## src/hw/rtl/chl_pkg.sv

```systemverilog
`default_nettype none

package chl_pkg;

    localparam int TimeWidth   = 32;
    localparam int TempWidth   = 12;
    localparam int BandWidth   = 9;
    localparam int LimitWidth  = 8;
    localparam int FanWidth    = 8;
    localparam int ErrWidth    = 3;
    localparam int AddrWidth   = 5;
    localparam int DataWidth   = 32;
    localparam int RegIdxWidth = 3;

    // Comparisons are made on sums that can exceed the temperature range.
    localparam int CmpWidth = TempWidth + 2;

    localparam logic signed [TempWidth-1:0]  SetpointReset   = 12'sd320;
    localparam logic [BandWidth-1:0]         BandReset       = 9'd32;
    localparam logic [TimeWidth-1:0]         ValveLockReset  = 32'd30000;
    localparam logic [TimeWidth-1:0]         CompLockReset   = 32'd60000;
    localparam logic [LimitWidth-1:0]        HighLimitReset  = 8'd30;
    localparam logic [LimitWidth-1:0]        LowLimitReset   = 8'd5;

    typedef enum logic [ErrWidth-1:0] {
        ERR_NONE   = 3'd0,
        ERR_READ   = 3'd1,
        ERR_HOT    = 3'd2,
        ERR_COLD   = 3'd3,
        ERR_NOFLOW = 3'd4
    } err_code_t;

    typedef enum logic [RegIdxWidth-1:0] {
        REG_SETPOINT   = 3'd0,
        REG_BAND       = 3'd1,
        REG_VALVE_LOCK = 3'd2,
        REG_COMP_LOCK  = 3'd3,
        REG_HIGH_LIMIT = 3'd4,
        REG_LOW_LIMIT  = 3'd5,
        REG_RUN_ENABLE = 3'd6
    } reg_idx_t;

    typedef struct packed {
        logic signed [TempWidth-1:0] setpoint;
        logic [BandWidth-1:0]        hysteresis_band;
        logic [TimeWidth-1:0]        valve_lockout_ms;
        logic [TimeWidth-1:0]        compressor_lockout_ms;
        logic [LimitWidth-1:0]       temp_high_limit;
        logic [LimitWidth-1:0]       temp_low_limit;
        logic                        run_enable;
    } cfg_t;

endpackage

`default_nettype wire

```

## src/hw/rtl/chl_if.sv

```systemverilog
`default_nettype none

interface chl_in_if;
    logic                                      valid;
    logic                                      ready;
    logic [chl_pkg::TimeWidth-1:0]             now_ms;
    logic signed [chl_pkg::TempWidth-1:0]      res_temp;
    logic                                      temp_valid;
    logic                                      pump_on;
    logic                                      flow_switch_high;

    modport source (
        output valid, now_ms, res_temp, temp_valid, pump_on, flow_switch_high,
        input  ready
    );
    modport sink (
        input  valid, now_ms, res_temp, temp_valid, pump_on, flow_switch_high,
        output ready
    );
endinterface

interface chl_out_if;
    logic                                valid;
    logic                                ready;
    logic                                valve_relay;
    logic                                compressor_relay;
    logic [chl_pkg::FanWidth-1:0]        fan_level;
    logic [chl_pkg::ErrWidth-1:0]        fault_code;

    modport source (
        output valid, valve_relay, compressor_relay, fan_level, fault_code,
        input  ready
    );
    modport sink (
        input  valid, valve_relay, compressor_relay, fan_level, fault_code,
        output ready
    );
endinterface

`default_nettype wire

```

## src/hw/rtl/chl_cfg.sv

```systemverilog
`default_nettype none

module chl_cfg (
    input  wire logic                             clk,
    input  wire logic                             rst_n,
    input  wire logic                             psel,
    input  wire logic                             penable,
    input  wire logic                             pwrite,
    input  wire logic [chl_pkg::AddrWidth-1:0]    paddr,
    input  wire logic [chl_pkg::DataWidth-1:0]    pwdata,
    output logic      [chl_pkg::DataWidth-1:0]    prdata,
    output logic                                  pready,
    output chl_pkg::cfg_t                         cfg
);

    chl_pkg::cfg_t cfg_reg;
    chl_pkg::cfg_t cfg_next;
    logic [chl_pkg::RegIdxWidth-1:0] reg_idx;
    logic wr_en;

    // Registers sit on word boundaries, so the low address bits are ignored.
    assign reg_idx = paddr[chl_pkg::AddrWidth-1:2];
    assign wr_en   = psel && penable && pwrite;
    assign pready  = 1'b1;
    assign cfg     = cfg_reg;

    always_comb
    begin
        cfg_next = cfg_reg;
        if (wr_en)
        begin
            case (reg_idx)
                chl_pkg::REG_SETPOINT:
                    cfg_next.setpoint = pwdata[chl_pkg::TempWidth-1:0];
                chl_pkg::REG_BAND:
                    cfg_next.hysteresis_band = pwdata[chl_pkg::BandWidth-1:0];
                chl_pkg::REG_VALVE_LOCK:
                    cfg_next.valve_lockout_ms = pwdata[chl_pkg::TimeWidth-1:0];
                chl_pkg::REG_COMP_LOCK:
                    cfg_next.compressor_lockout_ms = pwdata[chl_pkg::TimeWidth-1:0];
                chl_pkg::REG_HIGH_LIMIT:
                    cfg_next.temp_high_limit = pwdata[chl_pkg::LimitWidth-1:0];
                chl_pkg::REG_LOW_LIMIT:
                    cfg_next.temp_low_limit = pwdata[chl_pkg::LimitWidth-1:0];
                chl_pkg::REG_RUN_ENABLE:
                    cfg_next.run_enable = pwdata[0];
                default:
                    cfg_next = cfg_reg;
            endcase
        end
    end

    always_ff @(posedge clk or negedge rst_n)
    begin
        if (!rst_n)
        begin
            cfg_reg.setpoint              <= chl_pkg::SetpointReset;
            cfg_reg.hysteresis_band       <= chl_pkg::BandReset;
            cfg_reg.valve_lockout_ms      <= chl_pkg::ValveLockReset;
            cfg_reg.compressor_lockout_ms <= chl_pkg::CompLockReset;
            cfg_reg.temp_high_limit       <= chl_pkg::HighLimitReset;
            cfg_reg.temp_low_limit        <= chl_pkg::LowLimitReset;
            cfg_reg.run_enable            <= 1'b1;
        end
        else
        begin
            cfg_reg <= cfg_next;
        end
    end

    always_comb
    begin
        prdata = '0;
        case (reg_idx)
            chl_pkg::REG_SETPOINT:
                prdata = {{(chl_pkg::DataWidth-chl_pkg::TempWidth){cfg_reg.setpoint[
                    chl_pkg::TempWidth-1]}}, cfg_reg.setpoint};
            chl_pkg::REG_BAND:
                prdata = {{(chl_pkg::DataWidth-chl_pkg::BandWidth){1'b0}},
                    cfg_reg.hysteresis_band};
            chl_pkg::REG_VALVE_LOCK:
                prdata = cfg_reg.valve_lockout_ms;
            chl_pkg::REG_COMP_LOCK:
                prdata = cfg_reg.compressor_lockout_ms;
            chl_pkg::REG_HIGH_LIMIT:
                prdata = {{(chl_pkg::DataWidth-chl_pkg::LimitWidth){1'b0}},
                    cfg_reg.temp_high_limit};
            chl_pkg::REG_LOW_LIMIT:
                prdata = {{(chl_pkg::DataWidth-chl_pkg::LimitWidth){1'b0}},
                    cfg_reg.temp_low_limit};
            chl_pkg::REG_RUN_ENABLE:
                prdata = {{(chl_pkg::DataWidth-1){1'b0}}, cfg_reg.run_enable};
            default:
                prdata = '0;
        endcase
    end

endmodule

`default_nettype wire

```

## src/hw/rtl/chiller_hysteresis_lockout_control.sv

```systemverilog
// Chiller thermostat with hysteresis and compressor anti-short-cycle lockout.
//
// Input channel in_ch carries one control pass per word: the millisecond
// timestamp, the reservoir temperature with its valid flag, the pump state and
// the flow switch. Output channel out_ch returns one word per pass with the
// valve relay, compressor relay, fan duty and the sticky last-error code.
// Both channels use valid/ready; a word moves when both are high.
//
// A pass is registered in the input stage on acceptance and evaluated once
// the result register is free; the controller state and the result register
// are updated together. One pass per cycle is sustained while out_ch.ready
// stays high; the only loop is the update of the controller state.
// While the receiver stalls, the result holds and one further pass waits in
// the input register; in_ch.ready then drops until out_ch.ready returns.
//
// Reset clears both stages, closes the valve, stops compressor and fan,
// zeroes both timers and the error code and loads the default settings.
// Settings are written over the APB port and should change only while idle.
`default_nettype none

module chiller_hysteresis_lockout_control (
    input  wire logic                             clk,
    input  wire logic                             rst_n,
    chl_in_if.sink                                in_ch,
    chl_out_if.source                             out_ch,
    input  wire logic                             psel,
    input  wire logic                             penable,
    input  wire logic                             pwrite,
    input  wire logic [chl_pkg::AddrWidth-1:0]    paddr,
    input  wire logic [chl_pkg::DataWidth-1:0]    pwdata,
    output logic      [chl_pkg::DataWidth-1:0]    prdata,
    output logic                                  pready
);

    localparam int Cw = chl_pkg::CmpWidth;
    localparam int Tw = chl_pkg::TempWidth;

    chl_pkg::cfg_t cfg;

    chl_cfg u_cfg (
        .clk     (clk),
        .rst_n   (rst_n),
        .psel    (psel),
        .penable (penable),
        .pwrite  (pwrite),
        .paddr   (paddr),
        .pwdata  (pwdata),
        .prdata  (prdata),
        .pready  (pready),
        .cfg     (cfg)
    );

    // Input stage
    logic                              s1_valid_reg;
    logic [chl_pkg::TimeWidth-1:0]     s1_now_reg;
    logic signed [Tw-1:0]              s1_temp_reg;
    logic                              s1_tvalid_reg;
    logic                              s1_pump_reg;
    logic                              s1_noflow_reg;

    // Controller state, whose relay and error registers also form the result word
    logic                              out_valid_reg;
    logic [chl_pkg::TimeWidth-1:0]     last_comp_reg;
    logic [chl_pkg::TimeWidth-1:0]     last_valve_reg;
    logic                              valve_reg;
    logic                              comp_reg;
    chl_pkg::err_code_t                err_reg;

    logic [chl_pkg::TimeWidth-1:0]     last_comp_next;
    logic [chl_pkg::TimeWidth-1:0]     last_valve_next;
    logic                              valve_next;
    logic                              comp_next;
    chl_pkg::err_code_t                err_next;

    logic advance;
    logic in_fire;

    logic signed [Cw-1:0]          temp_c;
    logic signed [Cw-1:0]          setpoint_c;
    logic signed [Cw-1:0]          band_c;
    logic signed [Cw-1:0]          high_c;
    logic signed [Cw-1:0]          low_c;
    logic [chl_pkg::TimeWidth-1:0] comp_elapsed;
    logic [chl_pkg::TimeWidth-1:0] valve_elapsed;
    logic                          is_hot;
    logic                          is_cold;
    logic                          comp_ok;
    logic                          valve_ok;

    assign advance     = s1_valid_reg && (!out_valid_reg || out_ch.ready);
    assign in_ch.ready = !s1_valid_reg || advance;
    assign in_fire     = in_ch.valid && in_ch.ready;

    always_ff @(posedge clk or negedge rst_n)
    begin
        if (!rst_n)
        begin
            s1_valid_reg <= 1'b0;
        end
        else if (in_ch.ready)
        begin
            s1_valid_reg <= in_ch.valid;
        end
    end

    always_ff @(posedge clk)
    begin
        if (in_fire)
        begin
            s1_now_reg    <= in_ch.now_ms;
            s1_temp_reg   <= in_ch.res_temp;
            s1_tvalid_reg <= in_ch.temp_valid;
            s1_pump_reg   <= in_ch.pump_on;
            s1_noflow_reg <= in_ch.flow_switch_high;
        end
    end

    // A failed read is treated as a temperature of zero.
    assign temp_c = s1_tvalid_reg ? {{(Cw-Tw){s1_temp_reg[Tw-1]}}, s1_temp_reg} : '0;
    assign setpoint_c = {{(Cw-Tw){cfg.setpoint[Tw-1]}}, cfg.setpoint};
    assign band_c = {{(Cw-chl_pkg::BandWidth){1'b0}}, cfg.hysteresis_band};
    assign high_c = {{(Cw-chl_pkg::LimitWidth-4){1'b0}}, cfg.temp_high_limit, 4'b0000};
    assign low_c  = {{(Cw-chl_pkg::LimitWidth-4){1'b0}}, cfg.temp_low_limit, 4'b0000};

    assign comp_elapsed  = s1_now_reg - last_comp_reg;
    assign valve_elapsed = s1_now_reg - last_valve_reg;
    assign comp_ok  = comp_elapsed >= cfg.compressor_lockout_ms;
    assign valve_ok = valve_elapsed >= cfg.valve_lockout_ms;
    assign is_hot   = temp_c > (setpoint_c + band_c);
    assign is_cold  = temp_c <= (setpoint_c - band_c);

    always_comb
    begin
        last_comp_next  = last_comp_reg;
        last_valve_next = last_valve_reg;
        valve_next      = valve_reg;
        comp_next       = comp_reg;
        err_next        = err_reg;

        // Later checks take precedence over earlier ones.
        if (!s1_tvalid_reg)
        begin
            err_next = chl_pkg::ERR_READ;
        end
        if (temp_c > high_c)
        begin
            err_next = chl_pkg::ERR_HOT;
        end
        if (temp_c < low_c)
        begin
            err_next = chl_pkg::ERR_COLD;
        end

        if (cfg.run_enable)
        begin
            if (is_hot)
            begin
                if (valve_reg)
                begin
                    last_valve_next = s1_now_reg;
                    valve_next      = 1'b0;
                end
                // Elapsed times are those at the start of the pass, so the
                // compressor may start in the same pass the valve opens.
                if (valve_ok && comp_ok)
                begin
                    last_comp_next = s1_now_reg;
                    comp_next      = 1'b1;
                end
            end
            if (is_cold && comp_ok)
            begin
                last_comp_next  = s1_now_reg;
                last_valve_next = s1_now_reg;
                comp_next       = 1'b0;
                valve_next      = 1'b1;
            end
            if (s1_pump_reg && s1_noflow_reg)
            begin
                err_next = chl_pkg::ERR_NOFLOW;
            end
        end
    end

    always_ff @(posedge clk or negedge rst_n)
    begin
        if (!rst_n)
        begin
            out_valid_reg  <= 1'b0;
            last_comp_reg  <= '0;
            last_valve_reg <= '0;
            valve_reg      <= 1'b1;
            comp_reg       <= 1'b0;
            err_reg        <= chl_pkg::ERR_NONE;
        end
        else
        begin
            if (advance)
            begin
                out_valid_reg  <= 1'b1;
                last_comp_reg  <= last_comp_next;
                last_valve_reg <= last_valve_next;
                valve_reg      <= valve_next;
                comp_reg       <= comp_next;
                err_reg        <= err_next;
            end
            else if (out_ch.ready)
            begin
                out_valid_reg <= 1'b0;
            end
        end
    end

    // The state only changes when a pass is evaluated, so it doubles as the
    // result word and holds steady while the receiver stalls.
    assign out_ch.valid            = out_valid_reg;
    assign out_ch.valve_relay      = valve_reg;
    assign out_ch.compressor_relay = comp_reg;
    assign out_ch.fan_level        = {chl_pkg::FanWidth{comp_reg}};
    assign out_ch.fault_code       = err_reg;

    // The compressor never runs with the valve closed.
    a_comp_needs_valve: assert property (@(posedge clk) disable iff (!rst_n)
        comp_reg |-> !valve_reg)
        else $error("compressor running with valve closed");

    // A compressor start stamps its timer with the time of that pass.
    a_comp_start_stamp: assert property (@(posedge clk) disable iff (!rst_n)
        $rose(comp_reg) |-> last_comp_reg == $past(s1_now_reg))
        else $error("compressor start without timer update");

    // State and result hold whenever no pass is evaluated.
    a_state_hold: assert property (@(posedge clk) disable iff (!rst_n)
        !advance |=> $stable(comp_reg) && $stable(valve_reg) && $stable(err_reg)
            && $stable(last_comp_reg) && $stable(last_valve_reg))
        else $error("controller state changed without a pass");

endmodule

`default_nettype wire
```

## src/flat_wrapper.sv

```systemverilog
// flat-port wrapper written by rule: the top's interface ports become plain ports
module chiller_hysteresis_lockout_control_flat 
  (clk, rst_n, psel, penable, pwrite, paddr, pwdata, prdata, pready, in_ch_valid, in_ch_now_ms, in_ch_res_temp, in_ch_temp_valid, in_ch_pump_on, in_ch_flow_switch_high, in_ch_ready, out_ch_valid, out_ch_valve_relay, out_ch_compressor_relay, out_ch_fan_level, out_ch_fault_code, out_ch_ready);
  chl_in_if in_ch_i ();
  chl_out_if out_ch_i ();
  input  wire logic clk;
  input  wire logic rst_n;
  input  wire logic psel;
  input  wire logic penable;
  input  wire logic pwrite;
  input  wire logic [chl_pkg::AddrWidth-1:0] paddr;
  input  wire logic [chl_pkg::DataWidth-1:0] pwdata;
  output logic      [chl_pkg::DataWidth-1:0] prdata;
  output logic pready;
  input wire logic [$bits(in_ch_i.valid)-1:0] in_ch_valid;
  input wire logic [$bits(in_ch_i.now_ms)-1:0] in_ch_now_ms;
  input wire logic [$bits(in_ch_i.res_temp)-1:0] in_ch_res_temp;
  input wire logic [$bits(in_ch_i.temp_valid)-1:0] in_ch_temp_valid;
  input wire logic [$bits(in_ch_i.pump_on)-1:0] in_ch_pump_on;
  input wire logic [$bits(in_ch_i.flow_switch_high)-1:0] in_ch_flow_switch_high;
  output wire logic [$bits(in_ch_i.ready)-1:0] in_ch_ready;
  output wire logic [$bits(out_ch_i.valid)-1:0] out_ch_valid;
  output wire logic [$bits(out_ch_i.valve_relay)-1:0] out_ch_valve_relay;
  output wire logic [$bits(out_ch_i.compressor_relay)-1:0] out_ch_compressor_relay;
  output wire logic [$bits(out_ch_i.fan_level)-1:0] out_ch_fan_level;
  output wire logic [$bits(out_ch_i.fault_code)-1:0] out_ch_fault_code;
  input wire logic [$bits(out_ch_i.ready)-1:0] out_ch_ready;
  assign in_ch_i.valid = in_ch_valid;
  assign in_ch_i.now_ms = in_ch_now_ms;
  assign in_ch_i.res_temp = in_ch_res_temp;
  assign in_ch_i.temp_valid = in_ch_temp_valid;
  assign in_ch_i.pump_on = in_ch_pump_on;
  assign in_ch_i.flow_switch_high = in_ch_flow_switch_high;
  assign in_ch_ready = in_ch_i.ready;
  assign out_ch_valid = out_ch_i.valid;
  assign out_ch_valve_relay = out_ch_i.valve_relay;
  assign out_ch_compressor_relay = out_ch_i.compressor_relay;
  assign out_ch_fan_level = out_ch_i.fan_level;
  assign out_ch_fault_code = out_ch_i.fault_code;
  assign out_ch_i.ready = out_ch_ready;
  chiller_hysteresis_lockout_control u_core (.clk(clk), .rst_n(rst_n), .in_ch(in_ch_i), .out_ch(out_ch_i), .psel(psel), .penable(penable), .pwrite(pwrite), .paddr(paddr), .pwdata(pwdata), .prdata(prdata), .pready(pready));
endmodule
```

## config.mk

```make
export PLATFORM = sky130hd
export DESIGN_NAME = chiller_hysteresis_lockout_control_flat
export DESIGN_NICKNAME = d
export VERILOG_FILES = /design/src/hw/rtl/chl_pkg.sv /design/src/hw/rtl/chl_if.sv /design/src/hw/rtl/chl_cfg.sv /design/src/hw/rtl/chiller_hysteresis_lockout_control.sv /design/src/flat_wrapper.sv
export SDC_FILE = /design/constraint.sdc
export NUM_CORES = 1
export LEC_CHECK = 0
export BUFFER_PORTS_ARGS = -buffer_cell sky130_fd_sc_hd__buf_2
export CORE_ASPECT_RATIO = 1.75
export CORE_MARGIN = 1.5
export CORE_UTILIZATION = 55
export DETAILED_ROUTE_END_ITERATION = 12
export GPL_ROUTABILITY_DRIVEN = 1
export MAX_ROUTING_LAYER = met4
export PLACE_DENSITY = 0.84
export SYNTH_ARGS = -nofsm -noshare
export SYNTH_HDL_FRONTEND = slang
export SYNTH_HIERARCHICAL = 1
export SYNTH_SLANG_ARGS = --single-unit
export TNS_END_PERCENT = 1
```

## constraint.sdc

```tcl
create_clock -name clk -period 11.1 [get_ports clk]
set_input_delay 0 -clock clk [delete_from_list [all_inputs] [get_ports clk]]
set_output_delay 0 -clock clk [all_outputs]
set_load 0.05 [all_outputs]
```

-- After elaboration in Yosys (flattened, before gate mapping)
Cells that the tools add are included.
- register bits after elaboration: 220
- word-level logic and storage cells: 81
- input bits: 91
- output and inout port bits: 48
- add/subtract/negate cells: 4
- muxes and demuxes: 20
- eq/ne operators: 6
- reduce and logical (&&, ||, !) cells: 26
- $lt $le $gt $ge: 6
- operator list (operator ; number):
    $pmux W32 S7 ; 1
    $mux W32 ; 6
    $ge A32 B32 Y1 ; 2
    $sub A32 B32 Y32 ; 2
    $mux W3 ; 5
    $gt A14 B13 Y1 ; 1
    $gt A14 B14 Y1 ; 1
    $le A14 B14 Y1 ; 1
    $lt A14 B13 Y1 ; 1
    $mux W14 ; 1
    $reduce_and A2 Y1 ; 7
    $add A12 B10 Y13 ; 1
    $sub A12 B10 Y13 ; 1
    $eq A3 B3 Y1 const B ; 3
    $reduce_and A4 Y1 ; 2
    $reduce_bool A2 Y1 ; 4
    $logic_and A1 B1 Y1 ; 7
    $mux W1 ; 7
    $eq A3 B2 Y1 const B ; 2
    $eq A3 B1 Y1 const B ; 1
    $logic_not A3 Y1 ; 1
    $reduce_and A3 Y1 ; 1
    $logic_not A1 Y1 ; 2
    $logic_or A1 B1 Y1 ; 2

-- Depth between registers and ports, before layout
- depth after elaboration: 6
- mapped depth: 24
- mapped depth without buffers: 23

-- Modules after synthesis
Netlist, hierarchy kept.
- modules (own cells, without submodules) (module ; area each (um2) ; cells each ; seq. area each (um2) ; instances):
    chiller_hysteresis_lockout_control ; 11070.6 ; 1163 ; 3189.3 ; 1
    chl_cfg ; 4931.0 ; 393 ; 2582.5 ; 1

-- Worst setup path before layout
OpenSTA, ideal clock, no wires.
- path type: register -> register
- start point: register u_core/s1_now_reg[0] in the netlist's numbering
- end point: register u_core/last_comp_reg[10] in the netlist's numbering
- stages on the path, launching flop included: 24
- arrival time: 4.395 ns
- data required time: 10.975 ns
- buffers on the path: 1
- path slack: 6.580 ns
- library setup time: 0.125 ns
- period minus slack after synthesis: 4.520 ns
- path through: edfxtp_1 > inv_1 > ha_1 > inv_1 > fa_1 > a21oi_1 > o21bai_1 > o311ai_1 > nand2_1 > and2_1 > o2111ai_1 > o21ai_0 > o41a_1 > xor2_1 > ha_1 > a21o_1 > a21oi_1 > and3b_1 > o221a_2 > o21ai_0 > o21ai_2 > nor2_4 > buf_12 > mux2_4
- longest elaborated chain between the ends: 5
- elaborated cells on any way between the ends: 10
- classes of those cells: 2 x add/sub; 2 x order compare; 1 x mux; 5 x reduce/logical
- ends and longest elaborated chain (item ; RTL line ; text):
    from (decl) ; chiller_hysteresis_lockout_control.sv:55 ; logic [chl_pkg::TimeWidth-1:0] s1_now_reg;
    from (signal assigned) ; chiller_hysteresis_lockout_control.sv:110 ; s1_now_reg <= in_ch.now_ms;
    $sub A32 B32 Y32 (on tied branches) ; chiller_hysteresis_lockout_control.sv:125, chiller_hysteresis_lockout_control.sv:126 ;
    $ge A32 B32 Y1 (on tied branches) ; chiller_hysteresis_lockout_control.sv:127, chiller_hysteresis_lockout_control.sv:128 ;
    $logic_and A1 B1 Y1 (on tied branches) ; chiller_hysteresis_lockout_control.sv:171, chiller_hysteresis_lockout_control.sv:165 ;
    $reduce_bool A2 Y1 (no source line) ; n/a ;
    $reduce_and A4 Y1 (no source line) ; n/a ;
    to (signal assigned) ; chiller_hysteresis_lockout_control.sv:201 ; last_comp_reg <= last_comp_next;
    to (decl) ; chiller_hysteresis_lockout_control.sv:63 ; logic [chl_pkg::TimeWidth-1:0] last_comp_reg;
Several ways; a longest one is shown, not always the timed one.
A chain may end at the register's enable or synchronous reset.

-- Worst setup path in the final report
- start point: register u_core/s1_now_reg[0] in the netlist's numbering
- end point: register u_core/last_comp_reg[31] in the netlist's numbering
The elaborated chain is that of the path after synthesis.

==> results by group <==
Outcome
  – Outcome: complete, no violations

CTS
  – Clk Latency, worst-skew pair: 0.53 ns
  – CTS Root Cell: clkbuf_16
  – CTS resizes: 0
  – TritonCTS Buffers: 23
  – CTS tree: done
  – Sink Count: 220
  – Clock Tree Buf Depth: 3
  – Depth of the CTS H-tree: 1
  – Clk slew on worst S/H paths: 0.07 ns
  – Setup Fix Bufs, Post-CTS: 0
  – Post-CTS Hold Buffers: 83

Logic synthesis
  – EDFF count, synth: 47
  – Cell taking the most area after synthesis: dfrtp_1
  – Top-count cell post-synth: inv_1
  – Syn_area_per_cell: 10.3 um2
  – Mapped cell area: 16000 um2
  – Synth Area in Simple Gates: 0.0932
  – Synth warn: 6
  – Yosys reg bits: 220
  – Sequential area share after synthesis: 0.361
  – Post-synthesis compound-gate area fraction: 0.150
  – Adder-cell share of the synthesized area: 0.150
  – Most frequent cells after synthesis: inv_1, ha_1, dfrtp_1
  – Distinct cells, synth: 91
  – Post-synthesis mux area share: 0.142
  – Area contributors post-synth: dfrtp_1, ha_1, mux2_2
  – Post-Syn Nets: 1836
  – Synth Area in XOR/XNOR: 0.0389
  – FFs w/ async S/R, synth: 0.786
  – Cells after Synth: 1556
  – Main flop type after synthesis: dfrtp_1
  – Largest family of logic cells by synthesized area: adder cells
  – Top cell type's share of synthesized area: 0.231

Power
  – Peak VDD IR: 0.204 mV
  – PwrDens: 251 nW/um2
  – PnR Total Power: 4.63 mW
  – Leak Pwr: 8.68 nW

Floorplan
  – Die Height: 229 um
  – Die Wd: 132 um
  – Floorplan Core Area: 28600 um2
  – Num rows: 82
  – Full die area: 30200 um2
  – Io pins: 139
  – Initial Util: 0.559

Finish
  – Number of diodes: 0
  – Proportion of layout cells with a drive suffix above 1: 0.229
  – Layout Cells excl Fill: 2149
  – Area Growth Syn to Fin: 15.6%
  – Cell area after layout: 18500 um2
  – Max reg flops: 102
  – Nets: 2035

Critical path
  – WS Path Type: reg2reg
  – R2R Path Start: u_core/s1_now_reg[0]$_DFFE_PP_
  – Bufs and invs on worst path: 3
  – CP cell instances: inv_1 -> ha_1 -> inv_1 -> fa_1 -> a21oi_1 -> o21bai_1 -> o311ai_1 -> nand2_1 -> and2_1 -> o2111ai_1 -> o21ai_0 -> o41a_1 -> xor2_1 -> ha_1 -> a21o_1 -> a21oi_1 -> and3b_1 -> o221a_2 -> o21ai_0 -> o21ai_2 -> nor2_4 -> buf_4 -> mux2_2
  – FF-to-FF setup slack: 4.98 ns
  – RR Endpoint: u_core/last_comp_reg[31]$_DFFE_PN0P_
  – Setup crit start kind: flop
  – Crit path depth: 23
  – Worst r2r path cells: 23
  – Slowest CP cell: nor2_4
  – Critical path's largest stage delay: 0.55 ns
  – WP data arrival: 6.54 ns
  – Worst Path Max Fanout: 18
  – Largest delay share family, worst path: compound AO/OA/AOI/OAI gates
  – Required time of the worst setup path: 11.52 ns
  – Worst setup EP type: flop

STA
  – Final worst path period need: 6.12 ns
  – Setup TNS: 0 ns
  – RSZ-0062 raised after global routing: false
  – Final setup vio count: 0
  – Final Cycle Share: 0.551
  – Worst-margin pin slew: 1.17 ns
  – Slew HR: 0.215
  – Fmax: 163 MHz
  – Worst clock skew: 0.0230 ns
  – Final number of hold-violating endpoints: 0
  – Pins Over Slew Limit: 0

Hold path
  – Hold Crit Depth: 4
  – WHS Endpoint: u_core/u_cfg/cfg[0]$_DFFE_PN1P_
  – Hold path start: pwrite
  – Worst Hold Class: in2reg

Placement
  – Cells after DPL: 2025
  – Placement Cell Area: 16900 um2
  – # port buffers: 135
  – Final HPWL from detailed placement: 30500 um
  – Routability Congestion: 0.913

Route
  – Routed via count: 12500
  – WL per Instance: 19.4 um
  – Vias per inst: 5.80
  – DRT Pass-1 Iters: 5
  – Drt first-iter violations: 633
  – Drc violations: 0
  – WL final: 41600 um
  – Post-route ant nets: 0

Global routing
  – Aggregate global-route resource usage: 0.282
  – First-pass GRT wire length: 65800 um
  – Largest net degree at the start of global routing: 111
  – Vias in the first global route: 13400
  – Initial antenna violation count: 0
  – Total global routing overflow: 0

Flow run
  – Max cap viols: 0
area by class of cell:
cell class                 count  area, um2
inverter                     196        736
clock buffer                  33        714
tap                          378        473
clock inverter                 8       53.8
multi-input combinational   1090       9190
timing repair buffer         224       1560
sequential                   220       5770
fill                        2175      10100
how the worst max path moves through the flow:
| stage | start | endpoint | slack, ns |
|---|---|---|---|
| after detailed placement | u_core/s1_now_reg[0]$_DFFE_PP_ | u_core/last_comp_reg[31]$_DFFE_PN0P_ | 5.06 |
| final | u_core/s1_now_reg[0]$_DFFE_PP_ | u_core/last_comp_reg[31]$_DFFE_PN0P_ | 4.98 |
| after global placement | u_core/s1_now_reg[0]$_DFFE_PP_ | u_core/last_comp_reg[31]$_DFFE_PN0P_ | 5.12 |
| after CTS | u_core/s1_now_reg[0]$_DFFE_PP_ | u_core/last_comp_reg[31]$_DFFE_PN0P_ | 5.07 |
| after floorplan | u_core/s1_now_reg[0]$_DFFE_PP_ | u_core/last_comp_reg[10]$_DFFE_PN0P_ | 6.58 |
| after global routing | u_core/s1_now_reg[0]$_DFFE_PP_ | u_core/last_comp_reg[31]$_DFFE_PN0P_ | 4.69 |
per-stage QoR:
stage               utilization  hold WS [ns]  worst slack, ns
floorplan                     -        -0.296             6.58
global placement          0.590         0.177             5.12
detailed placement        0.590         0.178             5.06
CTS                       0.646         0.108             5.07
global route              0.646         0.160             4.69
finish                    0.646         0.135             4.98
cells in the final DEF (no fill, tap or decap), types with 5 or more instances in the layout:
cell type      count
nand3b_1           5
nor2b_1           16
o21a_1            20
nand3_1           25
ha_1             185
a31oi_1            6
buf_2            134
nand2_1           82
or3_1              6
xnor2_1           54
dfrtp_1          148
mux2_4            40
a211oi_1           8
o211ai_1           7
xor2_1            17
edfxtp_1          47
clkbuf_8           8
and2_1            14
clkbuf_16         24
a21oi_1          109
nand2b_1          20
o21ai_0           42
mux2_2           127
a21o_1            73
and3_1             5
buf_4              6
nor2_1            55
dlygate4sd3_1     83
dfstp_2           25
and4_1             7
o21bai_1          16
nand4_1           19
nor3_1            13
inv_1            196
mux2i_1           18
worst reg2reg max path, cell delays in order (launching register included):
cell and delay (ns):
edfxtp_1 0.42, inv_1 0.10, ha_1 0.17, inv_1 0.05, fa_1 0.39, a21oi_1 0.21, o21bai_1 0.17, o311ai_1 0.40
nand2_1 0.23, and2_1 0.25, o2111ai_1 0.16, o21ai_0 0.17, o41a_1 0.35, xor2_1 0.15, ha_1 0.30, a21o_1 0.14
a21oi_1 0.11, and3b_1 0.24, o221a_2 0.15, o21ai_0 0.31, o21ai_2 0.12, nor2_4 0.55, buf_4 0.47, mux2_2 0.39
report_power, final:
part / internal [mW] / switching [mW]
clock: 0.449 / 0.331
combinational: 1.20 / 1.45
sequential: 1.05 / 0.153
total: 2.70 / 1.93
cells by family (layout without fill, tap and decap cells):
kind of cell	count (synthesis)	count (layout)
AOI/OAI and AO/OA	351	351
xor gates and xnor gates	71	71
adders and majority gates	189	189
buffers and inverters	246	461
DFF	220	220
muxes	189	189
other	1	1
and+or+nand+nor	289	289
metal layers:
| metal | routed length [um] | vias up | track usage | share of wire |
|---|---|---|---|---|
| met5 | 0 | - | - | 0 |
| met4 | 3060 | 0 | 0.191 | 0.074 |
| met3 | 1490 | 169 | 0.0262 | 0.036 |
| met2 | 22800 | 375 | 0.534 | 0.55 |
| met1 | 14200 | 6014 | 0.265 | 0.34 |
| li1 | - | 5912 | - | - |
No activity file was read; power rests on OpenSTA's default activity.
